<file path="src/hdl/swc_pkg.sv">
// Package with the item types, register indexes and constants of the sprite window clipper.
package swc_pkg;

    // Register indexes of the configuration port.
    localparam logic [1:0] CFG_WINDOW_LEFT   = 2'd0;
    localparam logic [1:0] CFG_WINDOW_TOP    = 2'd1;
    localparam logic [1:0] CFG_WINDOW_RIGHT  = 2'd2;
    localparam logic [1:0] CFG_WINDOW_BOTTOM = 2'd3;

    localparam logic signed [15:0] WINDOW_LEFT_RESET   = 16'sd0;
    localparam logic signed [15:0] WINDOW_TOP_RESET    = 16'sd0;
    localparam logic signed [15:0] WINDOW_RIGHT_RESET  = 16'sd384;
    localparam logic signed [15:0] WINDOW_BOTTOM_RESET = 16'sd224;

    // Base subtracted from the table address; it is a multiple of the 2^17 span
    // that the table word is taken from, so only the low bits below it matter.
    localparam logic [17:0] TABLE_BASE = 18'h20000;
    localparam logic [15:0] TABLE_MASK = 16'hFFF0;

    typedef struct packed {
        logic [4:0]         slot_index;
        logic signed [15:0] center_x;
        logic signed [15:0] center_y;
        logic signed [15:0] parallax;
        logic [13:0]        half_width;
        logic [13:0]        half_height;
        logic signed [15:0] source_x;
        logic signed [15:0] source_y;
        logic signed [15:0] source_parallax;
        logic [17:0]        table_address;
        logic [15:0]        mode_bits;
        logic [3:0]         map_segment;
    } swc_sprite_t;

    typedef struct packed {
        logic               rendered;
        logic [4:0]         slot_out;
        logic signed [15:0] screen_x;
        logic signed [15:0] screen_y;
        logic signed [15:0] screen_parallax;
        logic signed [15:0] map_x;
        logic signed [15:0] map_y;
        logic signed [15:0] map_parallax;
        logic signed [15:0] width_field;
        logic signed [15:0] height_field;
        logic [15:0]        head_word;
        logic [15:0]        table_word;
    } swc_attr_t;

    typedef struct packed {
        logic signed [15:0] left;
        logic signed [15:0] top;
        logic signed [15:0] right;
        logic signed [15:0] bottom;
    } swc_window_t;

endpackage

</file>
<file path="src/hdl/swc_sprite_if.sv">
// Valid/ready channel interfaces for sprite descriptors and world attributes.
interface swc_sprite_if import swc_pkg::*; ();
    logic        valid;
    logic        ready;
    swc_sprite_t data;

    modport source (output valid, output data, input ready);
    modport sink   (input valid, input data, output ready);
endinterface

interface swc_attr_if import swc_pkg::*; ();
    logic      valid;
    logic      ready;
    swc_attr_t data;

    modport source (output valid, output data, input ready);
    modport sink   (input valid, input data, output ready);
endinterface

</file>
<file path="src/hdl/swc_clip.sv">
// Combinational clipping of one sprite against the camera window.
module swc_clip import swc_pkg::*;
#(
    parameter int SIZE_DISPLACEMENT = 1
)
(
    input  swc_sprite_t sprite,
    input  swc_window_t window,
    output swc_attr_t   attr
);

    localparam logic signed [15:0] SizeDisp = 16'(SIZE_DISPLACEMENT);

    function automatic logic signed [17:0] sx18(input logic signed [15:0] v);
        return {{2{v[15]}}, v};
    endfunction

    logic signed [15:0] gx0;
    logic signed [15:0] gy0;
    logic signed [15:0] aux;
    logic signed [15:0] w0;
    logic signed [15:0] h0;
    logic signed [17:0] lim;
    logic signed [17:0] dl;
    logic               no_table;
    logic               left_clip;
    logic               top_clip;
    logic signed [15:0] gx1;
    logic signed [15:0] w1;
    logic signed [15:0] mx1;
    logic signed [15:0] gy1;
    logic signed [15:0] h1;
    logic signed [15:0] my1;
    logic signed [15:0] md;
    logic signed [15:0] w2;
    logic signed [15:0] h2;
    logic               ok;
    logic [16:0]        tsum;

    always_comb
    begin
        gx0 = sprite.center_x - $signed({2'b00, sprite.half_width});
        gy0 = sprite.center_y - $signed({2'b00, sprite.half_height});
        aux = sprite.parallax[15] ? 16'(-sprite.parallax) : sprite.parallax;
        w0  = $signed({1'b0, sprite.half_width, 1'b0});
        h0  = $signed({1'b0, sprite.half_height, 1'b0});
        no_table = (sprite.table_address == '0);

        // Left edge, widened by the parallax; skipped when a parameter table is used.
        lim       = sx18(window.left) - sx18(aux);
        dl        = lim - sx18(gx0);
        left_clip = (lim > sx18(gx0)) && no_table;
        gx1 = left_clip ? lim[15:0] : gx0;
        w1  = left_clip ? w0 - dl[15:0] : w0;
        mx1 = left_clip ? sprite.source_x + dl[15:0] : sprite.source_x;

        // Top edge; the clipped amount also moves the source and the table word.
        top_clip = window.top > gy0;
        md  = top_clip ? 16'(window.top - gy0) : 16'sd0;
        gy1 = top_clip ? window.top : gy0;
        h1  = h0 - md;
        my1 = sprite.source_y + md;

        // Right edge, widened by the parallax.
        if (sx18(w1) + sx18(gx1) >= sx18(window.right) + sx18(aux))
            w2 = window.right - gx1 + aux;
        else
            w2 = w1;

        // Bottom edge.
        if (sx18(h1) + sx18(gy1) >= sx18(window.bottom))
            h2 = window.bottom - gy1;
        else
            h2 = h1;

        ok = (w2 > SizeDisp) && (h2 > SizeDisp);

        // Only bits 16..5 of the table sum reach the word, so 17 bits suffice.
        tsum = sprite.table_address[16:0] + {md[12:0], 4'b0000} - TABLE_BASE[16:0];

        attr = '0;
        attr.slot_out = sprite.slot_index;
        if (ok)
        begin
            attr.rendered        = 1'b1;
            attr.screen_x        = gx1;
            attr.screen_y        = gy1;
            attr.screen_parallax = sprite.parallax;
            attr.map_x           = mx1;
            attr.map_y           = my1;
            attr.map_parallax    = sprite.source_parallax;
            attr.width_field     = w2 - SizeDisp;
            attr.height_field    = h2 - SizeDisp;
            attr.head_word       = sprite.mode_bits | {12'h000, sprite.map_segment};
            attr.table_word      = no_table ? 16'h0000 : ({tsum[16:5], 4'h0} & TABLE_MASK);
        end
    end

endmodule

</file>
<file path="src/hdl/sprite_window_clipper.sv">
// Top level of the sprite window clipper: window registers and a two-register pipeline.
//
// Each sprite descriptor transferred on the sprite channel yields exactly one
// world attribute item on the attr channel, in order. The block takes one
// sprite per cycle while the attr channel accepts items: a descriptor is
// captured in an input register, clipped by one pass of adds and compares
// against the four window registers, and the result is held in an output
// register; a stalled output only blocks new input once both registers are
// full. Window registers are written through the configuration port and
// should change only while no sprite is in flight.
module sprite_window_clipper import swc_pkg::*;
#(
    parameter int SIZE_DISPLACEMENT = 1
)
(
    input  logic              clk,
    input  logic              rst_n,
    swc_sprite_if.sink        sprite,
    swc_attr_if.source        attr,
    input  logic              cfg_wr_en,
    input  logic [1:0]        cfg_index,
    input  logic [15:0]       cfg_data
);

    swc_window_t window_reg;
    swc_window_t window_next;

    logic        s1_valid_reg;
    logic        s1_valid_next;
    swc_sprite_t s1_item_reg;
    logic        res_valid_reg;
    logic        res_valid_next;
    swc_attr_t   res_reg;
    swc_attr_t   clip_result;
    logic        s1_ready;
    logic        res_ready;

    swc_clip #(
        .SIZE_DISPLACEMENT(SIZE_DISPLACEMENT)
    ) u_clip (
        .sprite(s1_item_reg),
        .window(window_reg),
        .attr  (clip_result)
    );

    always_comb
    begin
        window_next = window_reg;
        if (cfg_wr_en)
        begin
            unique case (cfg_index)
                CFG_WINDOW_LEFT:   window_next.left   = cfg_data;
                CFG_WINDOW_TOP:    window_next.top    = cfg_data;
                CFG_WINDOW_RIGHT:  window_next.right  = cfg_data;
                CFG_WINDOW_BOTTOM: window_next.bottom = cfg_data;
                default:           window_next = window_reg;
            endcase
        end
    end

    // The output register frees up when its item transfers; the input register
    // frees up when its item moves into the output register.
    assign res_ready = !res_valid_reg || attr.ready;
    assign s1_ready  = !s1_valid_reg || res_ready;

    assign sprite.ready = s1_ready;
    assign attr.valid   = res_valid_reg;
    assign attr.data    = res_reg;

    always_comb
    begin
        s1_valid_next  = s1_ready ? sprite.valid : s1_valid_reg;
        res_valid_next = res_ready ? s1_valid_reg : res_valid_reg;
    end

    always_ff @(posedge clk or negedge rst_n)
    begin
        if (!rst_n)
        begin
            window_reg.left   <= WINDOW_LEFT_RESET;
            window_reg.top    <= WINDOW_TOP_RESET;
            window_reg.right  <= WINDOW_RIGHT_RESET;
            window_reg.bottom <= WINDOW_BOTTOM_RESET;
            s1_valid_reg      <= 1'b0;
            res_valid_reg     <= 1'b0;
        end
        else
        begin
            window_reg    <= window_next;
            s1_valid_reg  <= s1_valid_next;
            res_valid_reg <= res_valid_next;
        end
    end

    always_ff @(posedge clk)
    begin
        if (s1_ready && sprite.valid)
            s1_item_reg <= sprite.data;
        if (res_ready && s1_valid_reg)
            res_reg <= clip_result;
    end

endmodule

</file>
<file path="src/flat_wrapper.sv">
// flat-port wrapper written by rule: the top's interface ports become plain ports
module sprite_window_clipper_flat import swc_pkg::*;
#(
    parameter int SIZE_DISPLACEMENT = 1
)
  (clk, rst_n, cfg_wr_en, cfg_index, cfg_data, sprite_valid, sprite_data, sprite_ready, attr_valid, attr_data, attr_ready);
  swc_sprite_if sprite_i ();
  swc_attr_if attr_i ();
  input  logic clk;
  input  logic rst_n;
  input  logic cfg_wr_en;
  input  logic [1:0] cfg_index;
  input  logic [15:0] cfg_data;
  input wire logic [$bits(sprite_i.valid)-1:0] sprite_valid;
  input wire logic [$bits(sprite_i.data)-1:0] sprite_data;
  output wire logic [$bits(sprite_i.ready)-1:0] sprite_ready;
  output wire logic [$bits(attr_i.valid)-1:0] attr_valid;
  output wire logic [$bits(attr_i.data)-1:0] attr_data;
  input wire logic [$bits(attr_i.ready)-1:0] attr_ready;
  assign sprite_i.valid = sprite_valid;
  assign sprite_i.data = sprite_data;
  assign sprite_ready = sprite_i.ready;
  assign attr_valid = attr_i.valid;
  assign attr_data = attr_i.data;
  assign attr_i.ready = attr_ready;
  sprite_window_clipper #(.SIZE_DISPLACEMENT(SIZE_DISPLACEMENT)) u_core (.clk(clk), .rst_n(rst_n), .sprite(sprite_i), .attr(attr_i), .cfg_wr_en(cfg_wr_en), .cfg_index(cfg_index), .cfg_data(cfg_data));
endmodule
</file>
<file path="config.mk">
export PLATFORM = sky130hd
export DESIGN_NAME = sprite_window_clipper_flat
export DESIGN_NICKNAME = d
export VERILOG_FILES = /design/src/hdl/swc_pkg.sv /design/src/hdl/swc_sprite_if.sv /design/src/hdl/swc_clip.sv /design/src/hdl/sprite_window_clipper.sv /design/src/flat_wrapper.sv
export SDC_FILE = /design/constraint.sdc
export NUM_CORES = 1
export LEC_CHECK = 0
export ABC_CLOCK_PERIOD_IN_PS = 13900
export BUFFER_PORTS_ARGS = -buffer_cell sky130_fd_sc_hd__buf_2
export CAP_MARGIN = 5
export CORE_MARGIN = 2
export CORE_UTILIZATION = 58
export CTS_CLUSTER_SIZE = 24
export DETAILED_ROUTE_END_ITERATION = 12
export PLACE_DENSITY = 0.8
export SKIP_CTS_REPAIR_TIMING = 1
export SYNTH_ARGS = -nofsm -noshare
export SYNTH_HDL_FRONTEND = slang
export SYNTH_SLANG_ARGS = --single-unit
</file>
<file path="constraint.sdc">
create_clock -name clk -period 13.9 [get_ports clk]
set_input_delay 0.695 -clock clk [delete_from_list [all_inputs] [get_ports clk]]
set_output_delay 0.695 -clock clk [all_outputs]
set_load 0.03 [all_outputs]
</file>
# Word-level counts from Yosys, hierarchy flattened
# Index checks and enable logic that the tools add are counted.
# word_totals
register_bits	399
in_bits	190
output_inout_bits	168
word_cells	85
# classes
add_sub_neg	19
magnitude_cmp	6
eq_ne	3
muxes	9
n_bitwise	2
n_reduce_logical	15
# ops
cell	count
$mux W16	8
$sub A16 B16 Y16	5
$add A16 B16 Y17	3
$add A16 B16 Y16	3
$gt A16 B2 Y1 const B	2
$sub A16 B15 Y16	2
$sub A16 B2 Y16 const B	2
$logic_not A18 Y1	1
$add A17 B17 Y17	1
$ge A17 B16 Y1	1
$ge A17 B17 Y1	1
$gt A17 B16 Y1	1
$sub A16 B16 Y17	1
$gt A16 B16 Y1	1
$neg A16 Y16	1
$or A16 B4 Y16	1
$sub A15 B16 Y16	1
$reduce_and A2 Y1	4
$eq A2 B2 Y1 const B	2
$logic_and A1 B1 Y1	4
$eq A2 B1 Y1 const B	1
$logic_not A1 Y1	2
$logic_not A2 Y1	1
$logic_or A1 B1 Y1	2
3 further kinds	3

# Longest topological paths before layout
# logic_depth
ltp_word	13
mapped_depth	62
mapped_depth_nobuf	58

# Hierarchy
# A second synthesis with hierarchy kept.
# unflattened
cells_unflattened	2655
hier_area_um2	27325.0
# modules_own_cells
mod	instances	cells_per_inst	area_per_inst_um2	seq_area_each_um2
swc_clip	1	2178	14819.2	0.0
sprite_window_clipper	1	477	12505.7	11657.4

# Worst setup path before layout
# OpenSTA, ideal clock, no wires.
# synth_timing
kind	register to register
startpoint	register u_core.s1_item_reg[129] (netlist name)
endpoint	register u_core.res_reg (netlist bit u_core.attr.data[58]), data pin
setup_time_ps	279
t_arrival_ps	11457
required_ps	13621
slack_ps	2165
stages_incl_launch_ff	57
n_path_buf	7
period_less_slack_ps	11735
path_cell_list	edfxtp_1 clkbuf_1 o21ai_0 inv_1 fa_1 a21o_1 a21oi_1 o21bai_1 a21oi_1 nor2b_1 o21a_1 o31a_1 o41a_1 a21o_1 a21oi_1 xor2_1 inv_1 ha_1 [21 not listed] o21ai_0 a21oi_1 a31oi_1 ha_1 a21o_1 a211oi_1 nand3b_1 nor2_1 o31a_1 or2_2 clkbuf_1 clkbuf_1 a31o_2 ha_1 nand3b_1 or4_1 a21oi_1 a211oi_1
# synth_via
elab_chain_cells	11
elab_cells_between_ends	18
cone_classes	add/sub (9); order compare (3); mux (4); reduce/logical (2)
# synth_rtl
item	line	source
start: declaration	sprite_window_clipper.sv:30	swc_sprite_t s1_item_reg;
start signal: assignment	sprite_window_clipper.sv:98	s1_item_reg <= sprite.data;
$neg A16 Y16	swc_clip.sv:44	aux = sprite.parallax[15] ? 16'(-sprite.parallax) : sprite.parallax;
$mux W16 *	swc_clip.sv:44	
$sub A16 B16 Y17	swc_clip.sv:50	lim = sx18(window.left) - sx18(aux);
$sub A16 B16 Y16 or $gt A17 B16 Y1 (tied branches)	swc_clip.sv:51, swc_clip.sv:52	
$sub A15 B16 Y16 or $logic_and A1 B1 Y1 (tied branches)	swc_clip.sv:54, swc_clip.sv:52	
$mux W16 (on tied branches)	swc_clip.sv:54, swc_clip.sv:53	
$add A16 B16 Y17 or $sub A16 B16 Y16 (tied branches)	swc_clip.sv:65, swc_clip.sv:66	
$ge A17 B17 Y1 or $add A16 B16 Y16 (tied branches)	swc_clip.sv:65, swc_clip.sv:66	
$mux W16 *	swc_clip.sv:65	if (sx18(w1) + sx18(gx1) >= sx18(window.right) + sx18(aux))
$gt A16 B2 Y1	swc_clip.sv:76	ok = (w2 > SizeDisp) && (h2 > SizeDisp);
$logic_and A1 B1 Y1	swc_clip.sv:76	
end signal: assignment	sprite_window_clipper.sv:100	res_reg <= clip_result;
end: declaration	sprite_window_clipper.sv:33	swc_attr_t res_reg;
# Mark *: on every way between the ends. The rest lies on a longest branch, timed or not.
# A chain may end at the register's enable or synchronous reset.

# Final worst setup path
# layout_timing
startpoint	register u_core.s1_item_reg[114] (netlist name)
endpoint	register u_core.res_reg (netlist bit u_core.attr.data[145]), data pin
# layout_via
elab_chain_cells	11
elab_cells_between_ends	17
cone_classes	add/sub (8); order compare (3); mux (4); reduce/logical (2)
# layout_rtl
item	line
$neg A16 Y16	swc_clip.sv:44
$mux W16 *	swc_clip.sv:44
$sub A16 B16 Y17	swc_clip.sv:50
$sub A16 B16 Y16 or $gt A17 B16 Y1 (tied branches)	swc_clip.sv:51, swc_clip.sv:52
$sub A15 B16 Y16 or $logic_and A1 B1 Y1 (tied branches)	swc_clip.sv:54, swc_clip.sv:52
$mux W16 (on tied branches)	swc_clip.sv:54, swc_clip.sv:53
$add A16 B16 Y17 or $sub A16 B16 Y16 (tied branches)	swc_clip.sv:65, swc_clip.sv:66
$ge A17 B17 Y1 or $add A16 B16 Y16 (tied branches)	swc_clip.sv:65, swc_clip.sv:66
$mux W16	swc_clip.sv:65
$gt A16 B2 Y1	swc_clip.sv:76
$logic_and A1 B1 Y1	swc_clip.sv:76
# Marked as above.

==> metrics.md <==
| Metric | Value |
|---|---|
| Worst-case register-to-register setup slack | 0.97 ns |
| Final core occ | 0.681 |
| Routability congestion estimate from global placement | 0.981 |
| Remaining antenna violation count after routing | 0 |
| Min Tclk post-route | 12.93 ns |
| Area used by multi-input combinational logic | 14100 µm² |
| TritonCTS clock tree | done |
| Non-filler instance count after layout | 3653 |
| GR Util All Layers | 0.320 |
| Root Driver | sky130_fd_sc_hd__clkbuf_16 |
| Delay of the slowest critical-path stage | 0.57 ns |
| Setup repair after global routing missed its margin | false |
| Final hold viol count | 0 |
| Max-slew headroom | 0.323 |
| Area growth syn-to-layout | 15.3% |
| Summed instance area of the synthesized netlist | 26900 µm² |
| Die X-Extent | 220 µm |
| Most used cell along the critical path | sky130_fd_sc_hd__o21ai_0 |
| Fill count | 3470 |
| Die boundary height | 220 µm |
| Yosys reg bits | 395 |
| Worst-Skew Late Latency | 0.58 ns |
| Ports | 358 |
| Die area | 48200 µm² |
| Ys async rst share | 0.167 |
| Starting DRT DRC Count | 2042 |
| Endpoint arrival time on the critical path | 13.22 ns |
| DP Cell Count | 3575 |
| Startpoint Class | flip-flop |
| Endpoint of the worst register-to-register path | u_core.attr.data[145] |
| Number of max-capacitance violations reported | 0 |
| Class of the most critical setup path | reg -> reg |
| Final number of setup-violating endpoints | 0 |
| Yosys warning total | 0 |
| Critical path's slowest cell | sky130_fd_sc_hd__a2111o_1 |
| Total Nets Final | 3502 |
| Setup crit end kind | flip-flop |
| Average cell area after synthesis | 10.2 µm² |
| Antenna violations before repair | 5 |
| Pin count of the biggest net entering global routing | 72 |
| Placeable core region | 45600 µm² |
| Setup_tns | 0 ns |
| Routed wire per std cell | 21.4 µm |
| Clock tree skew after final layout | 0.0151 ns |
| FF+latch area | 11500 µm² |
| Vias per cell | 5.93 |
| Proportion of synthesized chip area in sequential cells | 0.428 |
| Global-route wire length before repair | 118000 µm |
| Final Slew Violations | 0 |
| CTS H-Tree Depth | 2 |
| Vias in the first global route | 21205 |
| Worst-margin pin slew | 1.01 ns |
| Total global routing overflow | 0 |
| Number of enable-type register cells in the synthesized netlist | 329 |
| Worst reg2reg startpoint | u_core.s1_item_reg[114] |
| Leading register cell type out of synthesis | sky130_fd_sc_hd__edfxtp_1 |
| Crit-path max FO | 50 |
| Number of buffers between clock root and the deepest sink | 3 |
| Cell depth of the worst flop-to-flop path | 55 |
| Status | finished clean |
| Final Cycle Share | 0.930 |
| Worst hold-check path type | in -> async |
| Max reg flops | 167 |
| Fin Hold WS | 0.281 ns |
| Number of instances in the synthesized netlist | 2643 |
| Starting utilization of the core area | 0.591 |
| Remaining DRCs | 0 |
| First drt pass iteration count | 6 |
| Post-DP HPWL | 61300 µm |
| Clock slew at the register clock pins of the worst setup and hold paths | 0.06 ns |
| Vias | 21665 |
| Total of buffers placed on input and output ports | 353 |
| Number of library cell types mapped by synthesis | 86 |
| Max Fclk | 77.4 MHz |
| Detailed-route wire length | 78100 µm |
| Number of sinks handled by clock tree synthesis | 395 |
| # rows | 78 |
| Ratio of cells with drive above 1 in the final layout | 0.188 |
| Req. time, crit path | 14.19 ns |
| Number of buffers created by CTS | 43 |
synth_stat cells (11+ instances only):
cell type	n	share of area
sky130_fd_sc_hd__nor3_1	73	0.014
sky130_fd_sc_hd__nand2_1	137	0.019
sky130_fd_sc_hd__dfrtp_1	61	0.057
sky130_fd_sc_hd__o21ai_0	113	0.021
sky130_fd_sc_hd__and3_1	15	0.0035
sky130_fd_sc_hd__fa_1	29	0.022
sky130_fd_sc_hd__xor2_1	62	0.020
sky130_fd_sc_hd__a211oi_1	27	0.0075
sky130_fd_sc_hd__xnor2_1	144	0.047
sky130_fd_sc_hd__ha_1	263	0.12
sky130_fd_sc_hd__nor4_1	18	0.0042
sky130_fd_sc_hd__nand2b_1	25	0.0058
sky130_fd_sc_hd__nand4_1	19	0.0044
sky130_fd_sc_hd__and2_1	11	0.0026
sky130_fd_sc_hd__buf_4	14	0.0039
sky130_fd_sc_hd__mux2_2	67	0.028
sky130_fd_sc_hd__inv_1	300	0.042
sky130_fd_sc_hd__nand3_1	50	0.0093
sky130_fd_sc_hd__nor2b_1	48	0.011
sky130_fd_sc_hd__mux2i_1	26	0.0097
sky130_fd_sc_hd__o21bai_1	20	0.0056
sky130_fd_sc_hd__edfxtp_1	329	0.37
sky130_fd_sc_hd__nor2_1	257	0.036
sky130_fd_sc_hd__a21o_1	69	0.019
sky130_fd_sc_hd__o31ai_1	19	0.0053
sky130_fd_sc_hd__a21oi_1	160	0.030
sky130_fd_sc_hd__or3_1	18	0.0042
sky130_fd_sc_hd__o21a_1	38	0.011
sky130_fd_sc_hd__a31oi_1	17	0.0039
sky130_fd_sc_hd__clkbuf_1	25	0.0035
worst max-delay path: cells and delay by family, from the launching register on:
family                   cells  cell delay [ns]
AND/OR/NAND/NOR             15             2.74
buffers and inverters        5             0.69
adder cells (fa/ha/maj)      5             1.63
AO/OA/AOI/OAI               28             6.53
flip-flops                   1             0.51
XOR/XNOR                     2             0.50
cells by family after synthesis:
group,synth area share
AOI/OAI and AO/OA,0.141
xor gates and xnor gates,0.0670
adders and majority gates,0.144
buffers and inverters,0.0524
DFF,0.428
muxes,0.0377
other,0.000139
and+or+nand+nor,0.130
metrics by stage:
stage	instance area [µm²]	setup slack (ns)
after floorplan	26900	2.16
final	31000	0.973
after CTS	30900	0.232
after global routing	31000	0.0477
after global placement	29500	0.509
after detailed placement	29500	0.347
layer usage:
metal	vias up	GRT usage	share of wire
met2	926	0.521	0.46
met5	-	0	0.00049
met3	129	0.0472	0.073
li1	10201	-	-
met4	6	0.101	0.030
met1	10403	0.443	0.43
area by class of cell:
class	instances	area share
repair buffers	383	0.0659
well taps	600	0.0242
clock inverters	27	0.0116
multi-input cells	1896	0.455
clock buffers	50	0.0355
flip-flops and latches	395	0.372
inverters	301	0.0364
diodes	1	0.0000806
worst max-delay path by stage:
stage	start	to	slack, ns	cells after the start
final	u_core.s1_item_reg[114]	u_core.attr.data[145]	0.97	55
after global routing	u_core.s1_item_reg[114]	u_core.attr.data[5]	0.05	58
after CTS	u_core.s1_item_reg[114]	u_core.attr.data[5]	0.23	57
after detailed placement	u_core.s1_item_reg[114]	u_core.attr.data[5]	0.35	55
after global placement	u_core.s1_item_reg[114]	u_core.attr.data[5]	0.51	55
after floorplan	u_core.s1_item_reg[129]	u_core.attr.data[58]	2.16	56
cell usage in the layout, fill, tap and decap left out, types with 18 or more instances in the layout:
cell type and n:
sky130_fd_sc_hd__fa_1 29, sky130_fd_sc_hd__nor3_1 73, sky130_fd_sc_hd__a211oi_1 27, sky130_fd_sc_hd__a21o_1 69, sky130_fd_sc_hd__xnor2_1 143, sky130_fd_sc_hd__nand2b_1 25
sky130_fd_sc_hd__clkbuf_16 43, sky130_fd_sc_hd__nand3_1 50, sky130_fd_sc_hd__dfrtp_1 61, sky130_fd_sc_hd__mux2i_1 25, sky130_fd_sc_hd__a21oi_1 159, sky130_fd_sc_hd__edfxtp_1 329
sky130_fd_sc_hd__nand2_1 137, sky130_fd_sc_hd__o21bai_1 20, sky130_fd_sc_hd__nor2_1 256, sky130_fd_sc_hd__o21a_1 38, sky130_fd_sc_hd__o21ai_0 111, sky130_fd_sc_hd__mux2_2 67
sky130_fd_sc_hd__or3_1 18, sky130_fd_sc_hd__inv_1 300, sky130_fd_sc_hd__nand4_1 19, sky130_fd_sc_hd__nor2b_1 48, sky130_fd_sc_hd__buf_4 25, sky130_fd_sc_hd__xor2_1 61
sky130_fd_sc_hd__ha_1 263, sky130_fd_sc_hd__buf_2 353
Power is left out: the tool's default activity adds up to more than one toggle a clock period on the data nets, which glitch-free logic cannot reach.
